## config.mk

```make
export PLATFORM = sky130hd
export DESIGN_NAME = ham6_pixel_encoder
export DESIGN_NICKNAME = d
export VERILOG_FILES = /design/src/design/ham6_pkg.sv /design/src/design/ham6_pixel_encoder.sv /design/src/design/ham6_ram.sv /design/src/design/ham6_scan.sv
export SDC_FILE = /design/constraint.sdc
export NUM_CORES = 1
export LEC_CHECK = 0
export ABC_AREA = 0
export BUFFER_PORTS_ARGS = -buffer_cell sky130_fd_sc_hd__buf_2
export CAP_MARGIN = 20
export CORE_MARGIN = 4
export CORE_UTILIZATION = 48
export DETAILED_ROUTE_END_ITERATION = 10
export MAX_ROUTING_LAYER = met4
export PLACE_DENSITY = 0.73
export RECOVER_POWER = 100
export SETUP_SLACK_MARGIN = 0.02
export SYNTH_ARGS = -nofsm -noshare
export SYNTH_HDL_FRONTEND = slang
export SYNTH_SLANG_ARGS = --single-unit
export TNS_END_PERCENT = 100
```

## constraint.sdc

```tcl
create_clock -name aclk -period 11.9 [get_ports aclk]
set_input_delay 0.595 -clock aclk [delete_from_list [all_inputs] [get_ports aclk]]
set_output_delay 0.595 -clock aclk [all_outputs]
set_load 0.1 [all_outputs]
```

## src/design/ham6_pkg.sv

```systemverilog
// ----------------------------------------------------------------------------
// ham6_pkg
// shared types, constants and distance helpers of the ham6 pixel encoder
// ----------------------------------------------------------------------------
`default_nettype none

package ham6_pkg;

    localparam int PALETTE_SIZE_DEF = 16;
    localparam int CHAN_W           = 4;
    localparam int COLOUR_W         = 3 * CHAN_W;
    localparam int DIST_W           = 6;
    localparam int PEN_W            = 6;
    localparam int THR_W            = 6;
    localparam int SEED_W           = 64;
    localparam int CFG_IDX_W        = 3;
    localparam int REG_IDX_W        = 4;
    localparam int PLAIN_USED       = 2;
    localparam int THRESHOLD_RESET  = 4;

    // colour packing: red in the low nibble, then green, then blue
    typedef logic [COLOUR_W-1:0] colour_t;
    typedef logic [CHAN_W-1:0]   chan_val_t;
    typedef logic [DIST_W-1:0]   dist_t;

    localparam colour_t COLOUR_BLACK = '0;
    localparam colour_t COLOUR_WHITE = '1;

    // configuration register indexes
    localparam logic [CFG_IDX_W-1:0] REG_THRESHOLD  = 3'd0;
    localparam logic [CFG_IDX_W-1:0] REG_USE_SEEDED = 3'd1;
    localparam logic [CFG_IDX_W-1:0] REG_SEED_RED   = 3'd2;
    localparam logic [CFG_IDX_W-1:0] REG_SEED_GREEN = 3'd3;
    localparam logic [CFG_IDX_W-1:0] REG_SEED_BLUE  = 3'd4;

    // ham modify codes
    localparam logic [PEN_W-1:0] MOD_RED   = 6'h20;
    localparam logic [PEN_W-1:0] MOD_GREEN = 6'h30;
    localparam logic [PEN_W-1:0] MOD_BLUE  = 6'h10;

    // one register read presented to the scan unit
    typedef struct packed {
        logic                 valid;
        logic [REG_IDX_W-1:0] idx;
    } scan_ctl_t;

    function automatic chan_val_t absdiff(input chan_val_t a, input chan_val_t b);
        return (a > b) ? chan_val_t'(a - b) : chan_val_t'(b - a);
    endfunction

    function automatic dist_t colour_dist(input colour_t a, input colour_t b);
        return dist_t'(absdiff(a[3:0], b[3:0])) + dist_t'(absdiff(a[7:4], b[7:4]))
             + dist_t'(absdiff(a[11:8], b[11:8]));
    endfunction

endpackage

`default_nettype wire

```

## src/design/ham6_pixel_encoder.sv

```systemverilog
// ----------------------------------------------------------------------------
// ham6_pixel_encoder
// hold-and-modify pen chooser with a palette held in a synchronous ram
// ----------------------------------------------------------------------------
//  channel  dir  handshake            payload
//  s_       in   s_tvalid / s_tready  tdata: red, green, blue; tuser: first, start
//  m_       out  m_tvalid / m_tready  tdata: pen; tuser: new_register
//  cfg_     in   cfg_wr_en            cfg_index, cfg_data
//
//  a pixel scans the registers in use, one read per cycle on the palette ram;
//  a pixel equal to the held colour skips the scan unless it is first in line
//  start_picture adds a reload of the palette, one write per register
//  after reset a plain palette reload runs, s_tready low
//  a waiting result holds the encoder in its last step until m_tready
// ----------------------------------------------------------------------------
`default_nettype none

module ham6_pixel_encoder #(
    parameter int PALETTE_SIZE = ham6_pkg::PALETTE_SIZE_DEF
) (
    input  wire logic                              aclk,
    input  wire logic                              aresetn,
    input  wire logic                              s_tvalid,
    output logic                                   s_tready,
    input  wire logic [15:0]                       s_tdata,   // red, green, blue
    input  wire logic [1:0]                        s_tuser,   // first_in_line, start_picture
    output logic                                   m_tvalid,
    input  wire logic                              m_tready,
    output logic [7:0]                             m_tdata,   // pen
    output logic [0:0]                             m_tuser,   // new_register
    input  wire logic                              cfg_wr_en,
    input  wire logic [ham6_pkg::CFG_IDX_W-1:0]    cfg_index,
    input  wire logic [ham6_pkg::SEED_W-1:0]       cfg_data
);

    localparam int IDX_W = $clog2(PALETTE_SIZE);
    localparam int CNT_W = $clog2(PALETTE_SIZE + 1);
    localparam logic [CNT_W-1:0] FULL_CNT  = CNT_W'(PALETTE_SIZE);
    localparam logic [IDX_W-1:0] LAST_IDX  = IDX_W'(PALETTE_SIZE - 1);
    localparam logic [IDX_W-1:0] WHITE_IDX = IDX_W'(1);

    typedef enum logic [2:0] {
        ST_LOAD,
        ST_IDLE,
        ST_CHOOSE,
        ST_SCAN,
        ST_DECIDE
    } state_t;

    typedef enum logic [1:0] {
        CH_RED,
        CH_GREEN,
        CH_BLUE
    } chan_t;

    state_t state_reg;

    // configuration
    logic [ham6_pkg::THR_W-1:0]  threshold_reg;
    logic                        use_seeded_reg;
    logic [ham6_pkg::SEED_W-1:0] seed_red_reg;
    logic [ham6_pkg::SEED_W-1:0] seed_green_reg;
    logic [ham6_pkg::SEED_W-1:0] seed_blue_reg;

    // item and palette state
    ham6_pkg::colour_t pix_reg;
    logic              first_reg;
    logic              item_reg;
    ham6_pkg::colour_t held_reg;
    logic [CNT_W-1:0]  used_reg;
    logic [IDX_W-1:0]  load_idx_reg;
    logic [CNT_W-1:0]  issue_cnt_reg;
    logic              pend_reg;
    logic [IDX_W-1:0]  pend_idx_reg;

    logic                       m_tvalid_reg;
    logic [ham6_pkg::PEN_W-1:0] pen_reg;
    logic                       new_reg;

    // ram
    logic              ram_we;
    logic [IDX_W-1:0]  ram_waddr;
    ham6_pkg::colour_t ram_wdata;
    ham6_pkg::colour_t ram_rdata;
    ham6_pkg::colour_t load_colour;

    // scan
    ham6_pkg::scan_ctl_t            scan_ctl;
    ham6_pkg::dist_t                best_dist;
    logic [ham6_pkg::REG_IDX_W-1:0] best_idx;
    ham6_pkg::colour_t              best_colour;

    // hold distance and worst channel
    ham6_pkg::chan_val_t d_r, d_g, d_b, worst;
    chan_t               worst_ch;
    ham6_pkg::dist_t     hold_dist;
    logic                need_scan;
    logic                alloc;
    logic                use_reg;
    logic                out_free;
    ham6_pkg::chan_val_t mod_val;
    logic [ham6_pkg::PEN_W-1:0] mod_code;
    ham6_pkg::colour_t   held_mod;

    assign s_tready = (state_reg == ST_IDLE);
    assign out_free = !m_tvalid_reg || m_tready;

    always_comb begin
        d_r = ham6_pkg::absdiff(pix_reg[3:0], held_reg[3:0]);
        d_g = ham6_pkg::absdiff(pix_reg[7:4], held_reg[7:4]);
        d_b = ham6_pkg::absdiff(pix_reg[11:8], held_reg[11:8]);
        worst    = d_r;
        worst_ch = CH_RED;
        if (d_g > worst) begin
            worst    = d_g;
            worst_ch = CH_GREEN;
        end
        if (d_b > worst) begin
            worst    = d_b;
            worst_ch = CH_BLUE;
        end
        hold_dist = ham6_pkg::dist_t'(d_r) + ham6_pkg::dist_t'(d_g)
                  + ham6_pkg::dist_t'(d_b) - ham6_pkg::dist_t'(worst);
    end

    always_comb begin
        held_mod = held_reg;
        case (worst_ch)
            CH_GREEN: begin
                mod_val        = pix_reg[7:4];
                mod_code       = ham6_pkg::MOD_GREEN;
                held_mod[7:4]  = pix_reg[7:4];
            end
            CH_BLUE: begin
                mod_val        = pix_reg[11:8];
                mod_code       = ham6_pkg::MOD_BLUE;
                held_mod[11:8] = pix_reg[11:8];
            end
            default: begin
                mod_val        = pix_reg[3:0];
                mod_code       = ham6_pkg::MOD_RED;
                held_mod[3:0]  = pix_reg[3:0];
            end
        endcase
    end

    assign need_scan = first_reg || (hold_dist != '0);
    assign alloc     = need_scan && (best_dist > threshold_reg) && (used_reg < FULL_CNT);
    assign use_reg   = first_reg || ((hold_dist != '0) && (alloc || best_dist < hold_dist));

    always_comb begin
        if (use_seeded_reg) begin
            load_colour = {seed_blue_reg[{load_idx_reg, 2'b00} +: 4],
                           seed_green_reg[{load_idx_reg, 2'b00} +: 4],
                           seed_red_reg[{load_idx_reg, 2'b00} +: 4]};
        end else if (load_idx_reg == WHITE_IDX) begin
            load_colour = ham6_pkg::COLOUR_WHITE;
        end else begin
            load_colour = ham6_pkg::COLOUR_BLACK;
        end
    end

    always_comb begin
        ram_we    = 1'b0;
        ram_waddr = load_idx_reg;
        ram_wdata = load_colour;
        if (state_reg == ST_LOAD) begin
            ram_we = 1'b1;
        end else if (state_reg == ST_DECIDE && out_free && alloc) begin
            ram_we    = 1'b1;
            ram_waddr = used_reg[IDX_W-1:0];
            ram_wdata = pix_reg;
        end
    end

    assign scan_ctl.valid = pend_reg;
    assign scan_ctl.idx   = ham6_pkg::REG_IDX_W'(pend_idx_reg);

    ham6_ram #(
        .WIDTH (ham6_pkg::COLOUR_W),
        .DEPTH (PALETTE_SIZE)
    ) u_palette (
        .aclk  (aclk),
        .we    (ram_we),
        .waddr (ram_waddr),
        .wdata (ram_wdata),
        .raddr (issue_cnt_reg[IDX_W-1:0]),
        .rdata (ram_rdata)
    );

    ham6_scan u_scan (
        .aclk        (aclk),
        .ctl         (scan_ctl),
        .pix         (pix_reg),
        .rdata       (ram_rdata),
        .best_dist   (best_dist),
        .best_idx    (best_idx),
        .best_colour (best_colour)
    );

    always_ff @(posedge aclk) begin
        if (!aresetn) begin
            threshold_reg  <= ham6_pkg::THR_W'(ham6_pkg::THRESHOLD_RESET);
            use_seeded_reg <= 1'b0;
            seed_red_reg   <= '0;
            seed_green_reg <= '0;
            seed_blue_reg  <= '0;
        end else if (cfg_wr_en) begin
            case (cfg_index)
                ham6_pkg::REG_THRESHOLD:  threshold_reg  <= cfg_data[ham6_pkg::THR_W-1:0];
                ham6_pkg::REG_USE_SEEDED: use_seeded_reg <= cfg_data[0];
                ham6_pkg::REG_SEED_RED:   seed_red_reg   <= cfg_data;
                ham6_pkg::REG_SEED_GREEN: seed_green_reg <= cfg_data;
                ham6_pkg::REG_SEED_BLUE:  seed_blue_reg  <= cfg_data;
                default: ;
            endcase
        end
    end

    always_ff @(posedge aclk) begin
        if (!aresetn) begin
            state_reg     <= ST_LOAD;
            item_reg      <= 1'b0;
            held_reg      <= '0;
            used_reg      <= CNT_W'(ham6_pkg::PLAIN_USED);
            load_idx_reg  <= '0;
            issue_cnt_reg <= '0;
            pend_reg      <= 1'b0;
            m_tvalid_reg  <= 1'b0;
        end else begin
            if (state_reg == ST_DECIDE && out_free) begin
                m_tvalid_reg <= 1'b1;
            end else if (m_tvalid_reg && m_tready) begin
                m_tvalid_reg <= 1'b0;
            end
            case (state_reg)
                ST_LOAD: begin
                    if (load_idx_reg == LAST_IDX) begin
                        load_idx_reg <= '0;
                        used_reg     <= use_seeded_reg ? FULL_CNT
                                                       : CNT_W'(ham6_pkg::PLAIN_USED);
                        state_reg    <= item_reg ? ST_CHOOSE : ST_IDLE;
                    end else begin
                        load_idx_reg <= load_idx_reg + 1'b1;
                    end
                end
                ST_IDLE: begin
                    if (s_tvalid) begin
                        pix_reg   <= s_tdata[ham6_pkg::COLOUR_W-1:0];
                        first_reg <= s_tuser[0];
                        item_reg  <= 1'b1;
                        state_reg <= s_tuser[1] ? ST_LOAD : ST_CHOOSE;
                    end
                end
                ST_CHOOSE: begin
                    issue_cnt_reg <= '0;
                    pend_reg      <= 1'b0;
                    state_reg     <= need_scan ? ST_SCAN : ST_DECIDE;
                end
                ST_SCAN: begin
                    if (issue_cnt_reg < used_reg) begin
                        pend_reg      <= 1'b1;
                        pend_idx_reg  <= issue_cnt_reg[IDX_W-1:0];
                        issue_cnt_reg <= issue_cnt_reg + 1'b1;
                    end else begin
                        pend_reg <= 1'b0;
                        if (!pend_reg) begin
                            state_reg <= ST_DECIDE;
                        end
                    end
                end
                ST_DECIDE: begin
                    if (out_free) begin
                        item_reg     <= 1'b0;
                        state_reg    <= ST_IDLE;
                        if (use_reg) begin
                            if (alloc) begin
                                pen_reg  <= ham6_pkg::PEN_W'(used_reg);
                                held_reg <= pix_reg;
                                used_reg <= used_reg + 1'b1;
                            end else begin
                                pen_reg  <= ham6_pkg::PEN_W'(best_idx);
                                held_reg <= best_colour;
                            end
                            new_reg <= alloc;
                        end else begin
                            pen_reg  <= mod_code | ham6_pkg::PEN_W'(mod_val);
                            held_reg <= held_mod;
                            new_reg  <= 1'b0;
                        end
                    end
                end
                default: begin
                    state_reg <= ST_IDLE;
                end
            endcase
        end
    end

    assign m_tvalid = m_tvalid_reg;
    assign m_tdata  = {2'b00, pen_reg};
    assign m_tuser  = new_reg;

endmodule

`default_nettype wire

```

## src/design/ham6_ram.sv

```systemverilog
// ----------------------------------------------------------------------------
// ham6_ram
// generic single write port ram with one registered read port
// ----------------------------------------------------------------------------
`default_nettype none

module ham6_ram #(
    parameter int WIDTH = 12,
    parameter int DEPTH = 16
) (
    input  wire logic                     aclk,
    input  wire logic                     we,
    input  wire logic [$clog2(DEPTH)-1:0] waddr,
    input  wire logic [WIDTH-1:0]         wdata,
    input  wire logic [$clog2(DEPTH)-1:0] raddr,
    output logic      [WIDTH-1:0]         rdata
);

    logic [WIDTH-1:0] mem [DEPTH];

    always_ff @(posedge aclk) begin
        if (we) begin
            mem[waddr] <= wdata;
        end
        rdata <= mem[raddr];
    end

endmodule

`default_nettype wire

```

## src/design/ham6_scan.sv

```systemverilog
// ----------------------------------------------------------------------------
// ham6_scan
// nearest palette register search, one register compared per cycle
// ----------------------------------------------------------------------------
`default_nettype none

module ham6_scan (
    input  wire logic                               aclk,
    input  wire ham6_pkg::scan_ctl_t                ctl,
    input  wire ham6_pkg::colour_t                  pix,
    input  wire ham6_pkg::colour_t                  rdata,
    output ham6_pkg::dist_t                         best_dist,
    output logic [ham6_pkg::REG_IDX_W-1:0]          best_idx,
    output ham6_pkg::colour_t                       best_colour
);

    ham6_pkg::dist_t d;

    ham6_pkg::dist_t                 best_dist_reg;
    logic [ham6_pkg::REG_IDX_W-1:0]  best_idx_reg;
    ham6_pkg::colour_t               best_colour_reg;

    assign d = ham6_pkg::colour_dist(pix, rdata);

    // register zero opens the search, later ones win only when strictly closer
    always_ff @(posedge aclk) begin
        if (ctl.valid && (ctl.idx == '0 || d < best_dist_reg)) begin
            best_dist_reg   <= d;
            best_idx_reg    <= ctl.idx;
            best_colour_reg <= rdata;
        end
    end

    assign best_dist   = best_dist_reg;
    assign best_idx    = best_idx_reg;
    assign best_colour = best_colour_reg;

endmodule

`default_nettype wire
```

## Yosys cells after proc, flatten, opt, wreduce, memory -nomap -nowiden

Memories as Yosys holds them, arrays and structs flattened. A register that Yosys moved wholly into a read port is not among the register bits.
Index checks and enable logic that the tools add are counted.

| word-level totals | value |
|---|---|
| bits in registers | 277 |
| memory bits (writable) | 192 |
| input bits | 90 |
| memories kept | 1 |

Memory list:

| name | depth | bits a word | rd ports | clocked after Yosys merged registers in | wr ports | line | source |
|---|---|---|---|---|---|---|---|
| u_palette.mem | 16 | 12 | 1 | 1 | 1 | ham6_ram.sv:19 | `logic [WIDTH-1:0] mem [DEPTH];` |

| cells by class | value |
|---|---|
| add/subtract/negate cells | 20 |
| $lt $le $gt $ge | 13 |
| equality and inequality tests | 21 |
| shift-type cells | 3 |
| mux-type cells | 54 |
| bitwise operators | 1 |
| reduce and logical (&&, ||, !) cells | 39 |

Operator list:

| cell | count |
|---|---|
| 64-bit by 7-bit indexed part select with 4-bit output | 3 |
| 12-bit 2-to-1 mux | 6 |
| 4-bit 2-to-1 mux | 14 |
| 4-bit subtractor | 12 |
| 5-bit 2-to-1 mux | 7 |
| 4-bit > comparator | 8 |
| 3-bit AND reduction | 7 |
| 5-bit one-hot mux with 2 select lines | 2 |
| 3-bit 2-to-1 mux | 6 |
| 3-bit one-hot mux with 5 select lines | 1 |
| 2-bit != test, second input constant | 7 |
| 3-bit by 2-bit equality test with 1-bit output, second input constant | 4 |
| 6-bit < comparator | 2 |
| 6-bit one-hot mux with 2 select lines | 1 |
| 2-bit AND reduction | 6 |
| 2-bit nonzero test | 6 |
| 4-bit by 4-bit adder with 5-bit output | 2 |
| 5-bit by 1-bit adder with 5-bit output, second input constant | 2 |
| 1-bit 2-to-1 mux | 10 |
| 5-bit AND reduction | 2 |
| 4-bit one-hot mux with 2 select lines | 1 |
| 1-bit logical AND | 7 |
| 5-bit by 4-bit adder with 6-bit output | 1 |
| 6-bit by 4-bit adder with 6-bit output | 1 |
| 22 further kinds | 33 |

## Depth between registers and ports, before layout

| logic depth | value |
|---|---|
| depth in word-level cells | 17 |
| depth in mapped cells | 44 |
| mapped depth without buffers | 41 |

## Modules after synthesis

A second synthesis with hierarchy kept.

| unflattened totals | value |
|---|---|
| cells, all modules | 2,027 |
| area, all modules | 22,555.4 um^2 |

Modules (own cells, without submodules):

| module | times used | cells each | area an instance (um^2) |
|---|---|---|---|
| ham6_pixel_encoder | 1 | 1,517 | 12,990.0 |
| ham6_ram | 1 | 329 | 7,599.8 |
| ham6_scan | 1 | 181 | 1,965.6 |

## Worst setup path before layout

Ideal clock, no wire load.

| timing path | value |
|---|---|
| kind | register to register |
| start | reg pix_reg[0] |
| end | mem u_palette.mem[3][0], enable pin |
| setup time | 0.400 ns |
| arrival | 8.292 ns |
| required time | 11.500 ns |
| setup slack | 3.207 ns |
| stages on the path, launching flop included | 38 |
| path buffers | 3 |
| period minus slack after synthesis | 8.693 ns |
| cell sequence | edfxtp_1 -> inv_1 -> ha_1 -> inv_1 -> fa_1 -> a211oi_2 -> nor3_1 -> mux2i_1 -> xor2_1 -> ha_1 -> and2_1 -> nor2b_1 -> a31oi_1 -> a21oi_1 -> or3_1 -> buf_6 -> buf_6 -> nor2_1 -> (+2 left out) -> nor2b_1 -> o211a_1 -> o21a_1 -> nor2_1 -> a22oi_2 -> mux2_2 -> ha_1 -> fa_1 -> ha_1 -> inv_1 -> fa_1 -> nand2b_1 -> a21oi_1 -> xnor2_1 -> o311a_1 -> clkbuf_1 -> nand3_1 -> o31ai_1 |

| on the way | value |
|---|---|
| cells in the longest elaborated chain, start to end | 16 |
| elaborated cells on any way between the ends | 22 |
| classes of those cells | add/sub (5); order compare (3); mux (9); reduce/logical (5) |

Ends and longest elaborated chain:

| what | line | source |
|---|---|---|
| start, declared | ham6_pixel_encoder.sv:66 | `ham6_pkg::colour_t pix_reg;` |
| start signal, assigned | ham6_pixel_encoder.sv:249 | `pix_reg <= s_tdata[ham6_pkg::COLOUR_W-1:0];` |
| 4-bit subtractor / 4-bit > comparator (equally long branches) | ham6_pkg.sv:48 | `return (a > b) ? chan_val_t'(a - b) : chan_val_t'(b - a);` |
| 4-bit 2-to-1 mux * | ham6_pkg.sv:48 |  |
| 4-bit > comparator | ham6_pixel_encoder.sv:114 | `if (d_g > worst) begin` |
| 4-bit 2-to-1 mux | ham6_pixel_encoder.sv:114 |  |
| 4-bit > comparator | ham6_pixel_encoder.sv:118 | `if (d_b > worst) begin` |
| 4-bit 2-to-1 mux | ham6_pixel_encoder.sv:118 |  |
| 6-bit by 4-bit subtractor with 6-bit output * | ham6_pixel_encoder.sv:123 | `+ ham6_pkg::dist_t'(d_b) - ham6_pkg::dist_t'(worst);` |
| 6-bit nonzero test * | ham6_pixel_encoder.sv:147 | `assign need_scan = first_reg \|\| (hold_dist != '0);` |
| 1-bit logical OR * | ham6_pixel_encoder.sv:147 |  |
| 1-bit logical AND * (2 in series) | ham6_pixel_encoder.sv:148 | `assign alloc = need_scan && (best_dist > threshold_reg) && (used_reg < FULL_CNT);` |
| 1-bit logical AND * | ham6_pixel_encoder.sv:169 | `end else if (state_reg == ST_DECIDE && out_free && alloc) begin` |
| 1-bit 2-to-1 mux | ham6_pixel_encoder.sv:169 |  |
| 1-bit 2-to-1 mux | ham6_pixel_encoder.sv:167 | `if (state_reg == ST_LOAD) begin` |
| 1-bit 2-to-1 mux | ham6_ram.sv:22 | `if (we) begin` |
| 1-bit 2-to-1 mux (not written as such) | ham6_ram.sv:23 | `mem[waddr] <= wdata;` |
| end, declared | ham6_ram.sv:19 |  |

Mark *: on every way between the ends. The rest lies on a longest branch, timed or not.

## Worst setup path in the final report

| timing path | value |
|---|---|
| start | reg pix_reg[5] |
| end | mem u_palette.mem[11][5], enable pin |

Same word-level chain as after synthesis.

==> results.sh <==
export IMPL_drt_iter0_markers=1510
export IMPL_yosys_area_share_simple=0.1188
export IMPL_maxCapViolCount=5
export IMPL_cp_start_kind="register"
export IMPL_io_buffer_count=94
export IMPL_async_reset_ff_frac=0
export IMPL_fin_ws_ns=1.055
export IMPL_wire_per_inst_um=19.27
export IMPL_crit_path_max_incr_delay_ns=0.98
export IMPL_ys_warnings_count=0
export IMPL_hp_class="in -> reg"
export IMPL_die_area_um2=50330
export IMPL_rsz0062_at_grt="no"
export IMPL_hpwlAfterDp_um=36730
export IMPL_fp_row_count=79
export IMPL_clock_sink_count=481
export IMPL_fmax_mhz=92.21
export IMPL_final_core_utilization=0.5436
export IMPL_synthMuxAreaShare=0.1087
export IMPL_cts_tree="done"
export IMPL_setup_tns_ns=0
export IMPL_netlist_area_um2=22460
export IMPL_largest_register_ffs=192
export IMPL_maxSlewHeadroom=-1.491
export IMPL_gp_congestion=0.8940
export IMPL_synth_cell_types=72
export IMPL_cts_hold_buf=0
export IMPL_drive_gt1_frac=0.1332
export IMPL_grt_pass1_wl_um=86620
export IMPL_peakVddDrop_mv=0.1936
export IMPL_synth_edf_count=238
export IMPL_clk_path_buf_depth=3
export IMPL_root_buffer="clkbuf_16"
export IMPL_layout_nets=2357
export IMPL_grt_start_max_net_pins=88
export IMPL_post_cts_repair_setup_buffers=0
export IMPL_fin_hold_ws_ns=0.1780
export IMPL_clk_latency_ns=0.60
export IMPL_path_clk_slew_ns=0.06
export IMPL_status="complete, but fails checks"
export IMPL_drv_slew=306
export IMPL_die_y_um=224.3
export IMPL_arrival_ns=11.09
export IMPL_ys_ff_latch=481
export IMPL_antenna_found_initial=4
export IMPL_io_pins=101
export IMPL_seqCellArea_um2=12020
export IMPL_fin_worst_skew_ns=0.03983
export IMPL_ant_nets=0
export IMPL_yosys_cell_count_top_type="nand2_1"
export IMPL_power_density_nw_per_um2=225.2
export IMPL_synth_compound_area_frac=0.1229
export IMPL_synth_xor_area_share=0.009747
export IMPL_drt_pass1_iter_count=8
export IMPL_core_area_um2=46360
export IMPL_syn_avg_cell_area_um2=10.72
export IMPL_critPathRequiredTime_ns=12.14
export IMPL_cpMaxStageDelayCell="clkbuf_1"
export IMPL_synth_top_area_cell="edfxtp_1"
export IMPL_multi_input_area_um2=9623
export IMPL_crit_top_cell="ha_1"
export IMPL_drc=0
export IMPL_end_kind="register"
export IMPL_post_place_ws_ns=1.631
export IMPL_finalCriticalPeriod_ns=10.84
export IMPL_violations="max-capacitance violations, max-slew violations"
export IMPL_grt_pass1_vias=15828
export IMPL_synthTopCellsByCount="486 x nand2_1, 272 x a21oi_1, 243 x dfxtp_1, 238 x edfxtp_1, 110 x clkbuf_1"
export IMPL_syn2layout_area_growth_pct=12.18
export IMPL_setup_viol_count_final=0
export IMPL_synth_top_family_by_area="compound AO/OA/AOI/OAI gates"
export IMPL_worst_pin_slew_ns=3.736
export IMPL_post_place_cells=2711
export IMPL_wl_um=54150
export IMPL_hold_viol_final=0
export IMPL_fin_crit_sh=0.9113
export IMPL_h_tree_depth=2
export IMPL_synth_main_ff_cell="dfxtp_1"
export IMPL_yosys_area_share_adder=0.06717
export IMPL_synth_top_cell_area_share=0.3181
export IMPL_instances_no_fill=2810
export IMPL_yosysSeqAreaShare=0.5347
export IMPL_num_vias=16069
export IMPL_synth_area_leaders="edfxtp_1 32%, dfxtp_1 22%, nand2_1 8.1%"
export IMPL_critPathMaxFanout=29
export IMPL_overflow=0
export IMPL_vias_per_cell=5.719
export IMPL_start_util=0.4846
export IMPL_fp_dieW_um=224.3
export IMPL_regMostFlops="u_palette.mem"
export IMPL_ctsResizeCount=0
export IMPL_crit_type="reg -> reg"
export IMPL_syn_inst=2095
export IMPL_nFillCells=3910
export IMPL_numCtsBuffers=49
export IMPL_grt_usage=0.2198
export IMPL_p_leak_nw=8.929
-- layout make-up --
type,count,share of cell area
Antenna cell,4,0.0003972
Sequential cell,481,0.4768
Clock buffer,66,0.05437
Multi-Input combinational cell,1397,0.3819
Clock inverter,25,0.01450
Tap cell,607,0.03014
Timing Repair Buffer,142,0.02875
Inverter,88,0.01316
-- cells in the final DEF (no fill, tap or decap), types with 6 or more instances in the layout --
master / n
clkinv_2: 7
nand2b_1: 10
fa_1: 21
a21o_1: 33
mux4_2: 72
buf_4: 19
o31ai_1: 8
o21a_1: 6
bufinv_16: 7
nor2_1: 42
nand2_1: 486
a31oi_1: 20
or3_1: 7
a22oi_1: 18
a211oi_1: 8
inv_1: 86
nor2b_1: 10
nor3_1: 9
nand3_1: 46
xnor2_1: 12
ha_1: 87
clkbuf_1: 48
a21oi_1: 272
o21ai_0: 49
a221oi_1: 12
clkbuf_16: 49
clkbuf_8: 8
mux2i_1: 61
buf_2: 81
mux2_2: 15
xor2_1: 13
dfxtp_1: 241
edfxtp_1: 238
-- through the flow --
stage / power [mW] / area, um2
after floorplan: 3.553 / 22470
after global placement: 4.009 / 23530
after detailed placement: 4.083 / 23560
after CTS: 5.726 / 25300
after global routing: 6.034 / 25200
final: 5.676 / 25200
-- critical path, delay by kind of cell (launching register included) --
kind	cells	cell delay [ns]
DFF	1	0.56
buffers and inverters	5	1.81
muxes	2	0.66
adders and majority gates	7	2.47
and+or+nand+nor	7	1.92
AOI/OAI and AO/OA	10	2.46
xor gates and xnor gates	2	0.54
-- worst paths after layout --
kind / startpoint / end / slack [ns] / cells after the start
hold / removal: s_tdata[4] / pix_reg[4] / 0.18 / 1
hold reg to reg: u_palette.rdata[11] / u_scan.best_colour[11] / 0.44 / 0
setup reg to reg: pix_reg[5] / u_palette.mem[11][5] / 1.06 / 33
setup / recovery: pix_reg[5] / u_palette.mem[11][5] / 1.06 / 33
-- where the power goes --
group	total, mW	internal [mW]	switching, mW
combinational	1.95	0.810	1.14
clock	1.64	0.971	0.667
sequential	2.08	2.00	0.0800
total	5.68	3.79	1.89
-- cell families after synthesis --
kind of cell / count (synthesis)
and+or+nand+nor: 645
DFF: 481
AOI/OAI and AO/OA: 466
buffers and inverters: 218
muxes: 151
adders and majority gates: 108
xor gates and xnor gates: 25
other: 1
-- metal layers --
| layer | routed length [um] | vias to the layer above | GRT usage |
|---|---|---|---|
| li1 | - | 7586 | - |
| met1 | 22830 | 7860 | 0.2890 |
| met2 | 26580 | 528 | 0.3579 |
| met3 | 3411 | 95 | 0.03341 |
| met4 | 1335 | 0 | 0.06462 |
| met5 | 0 | - | - |
Power figures use the tool's default switching activity.
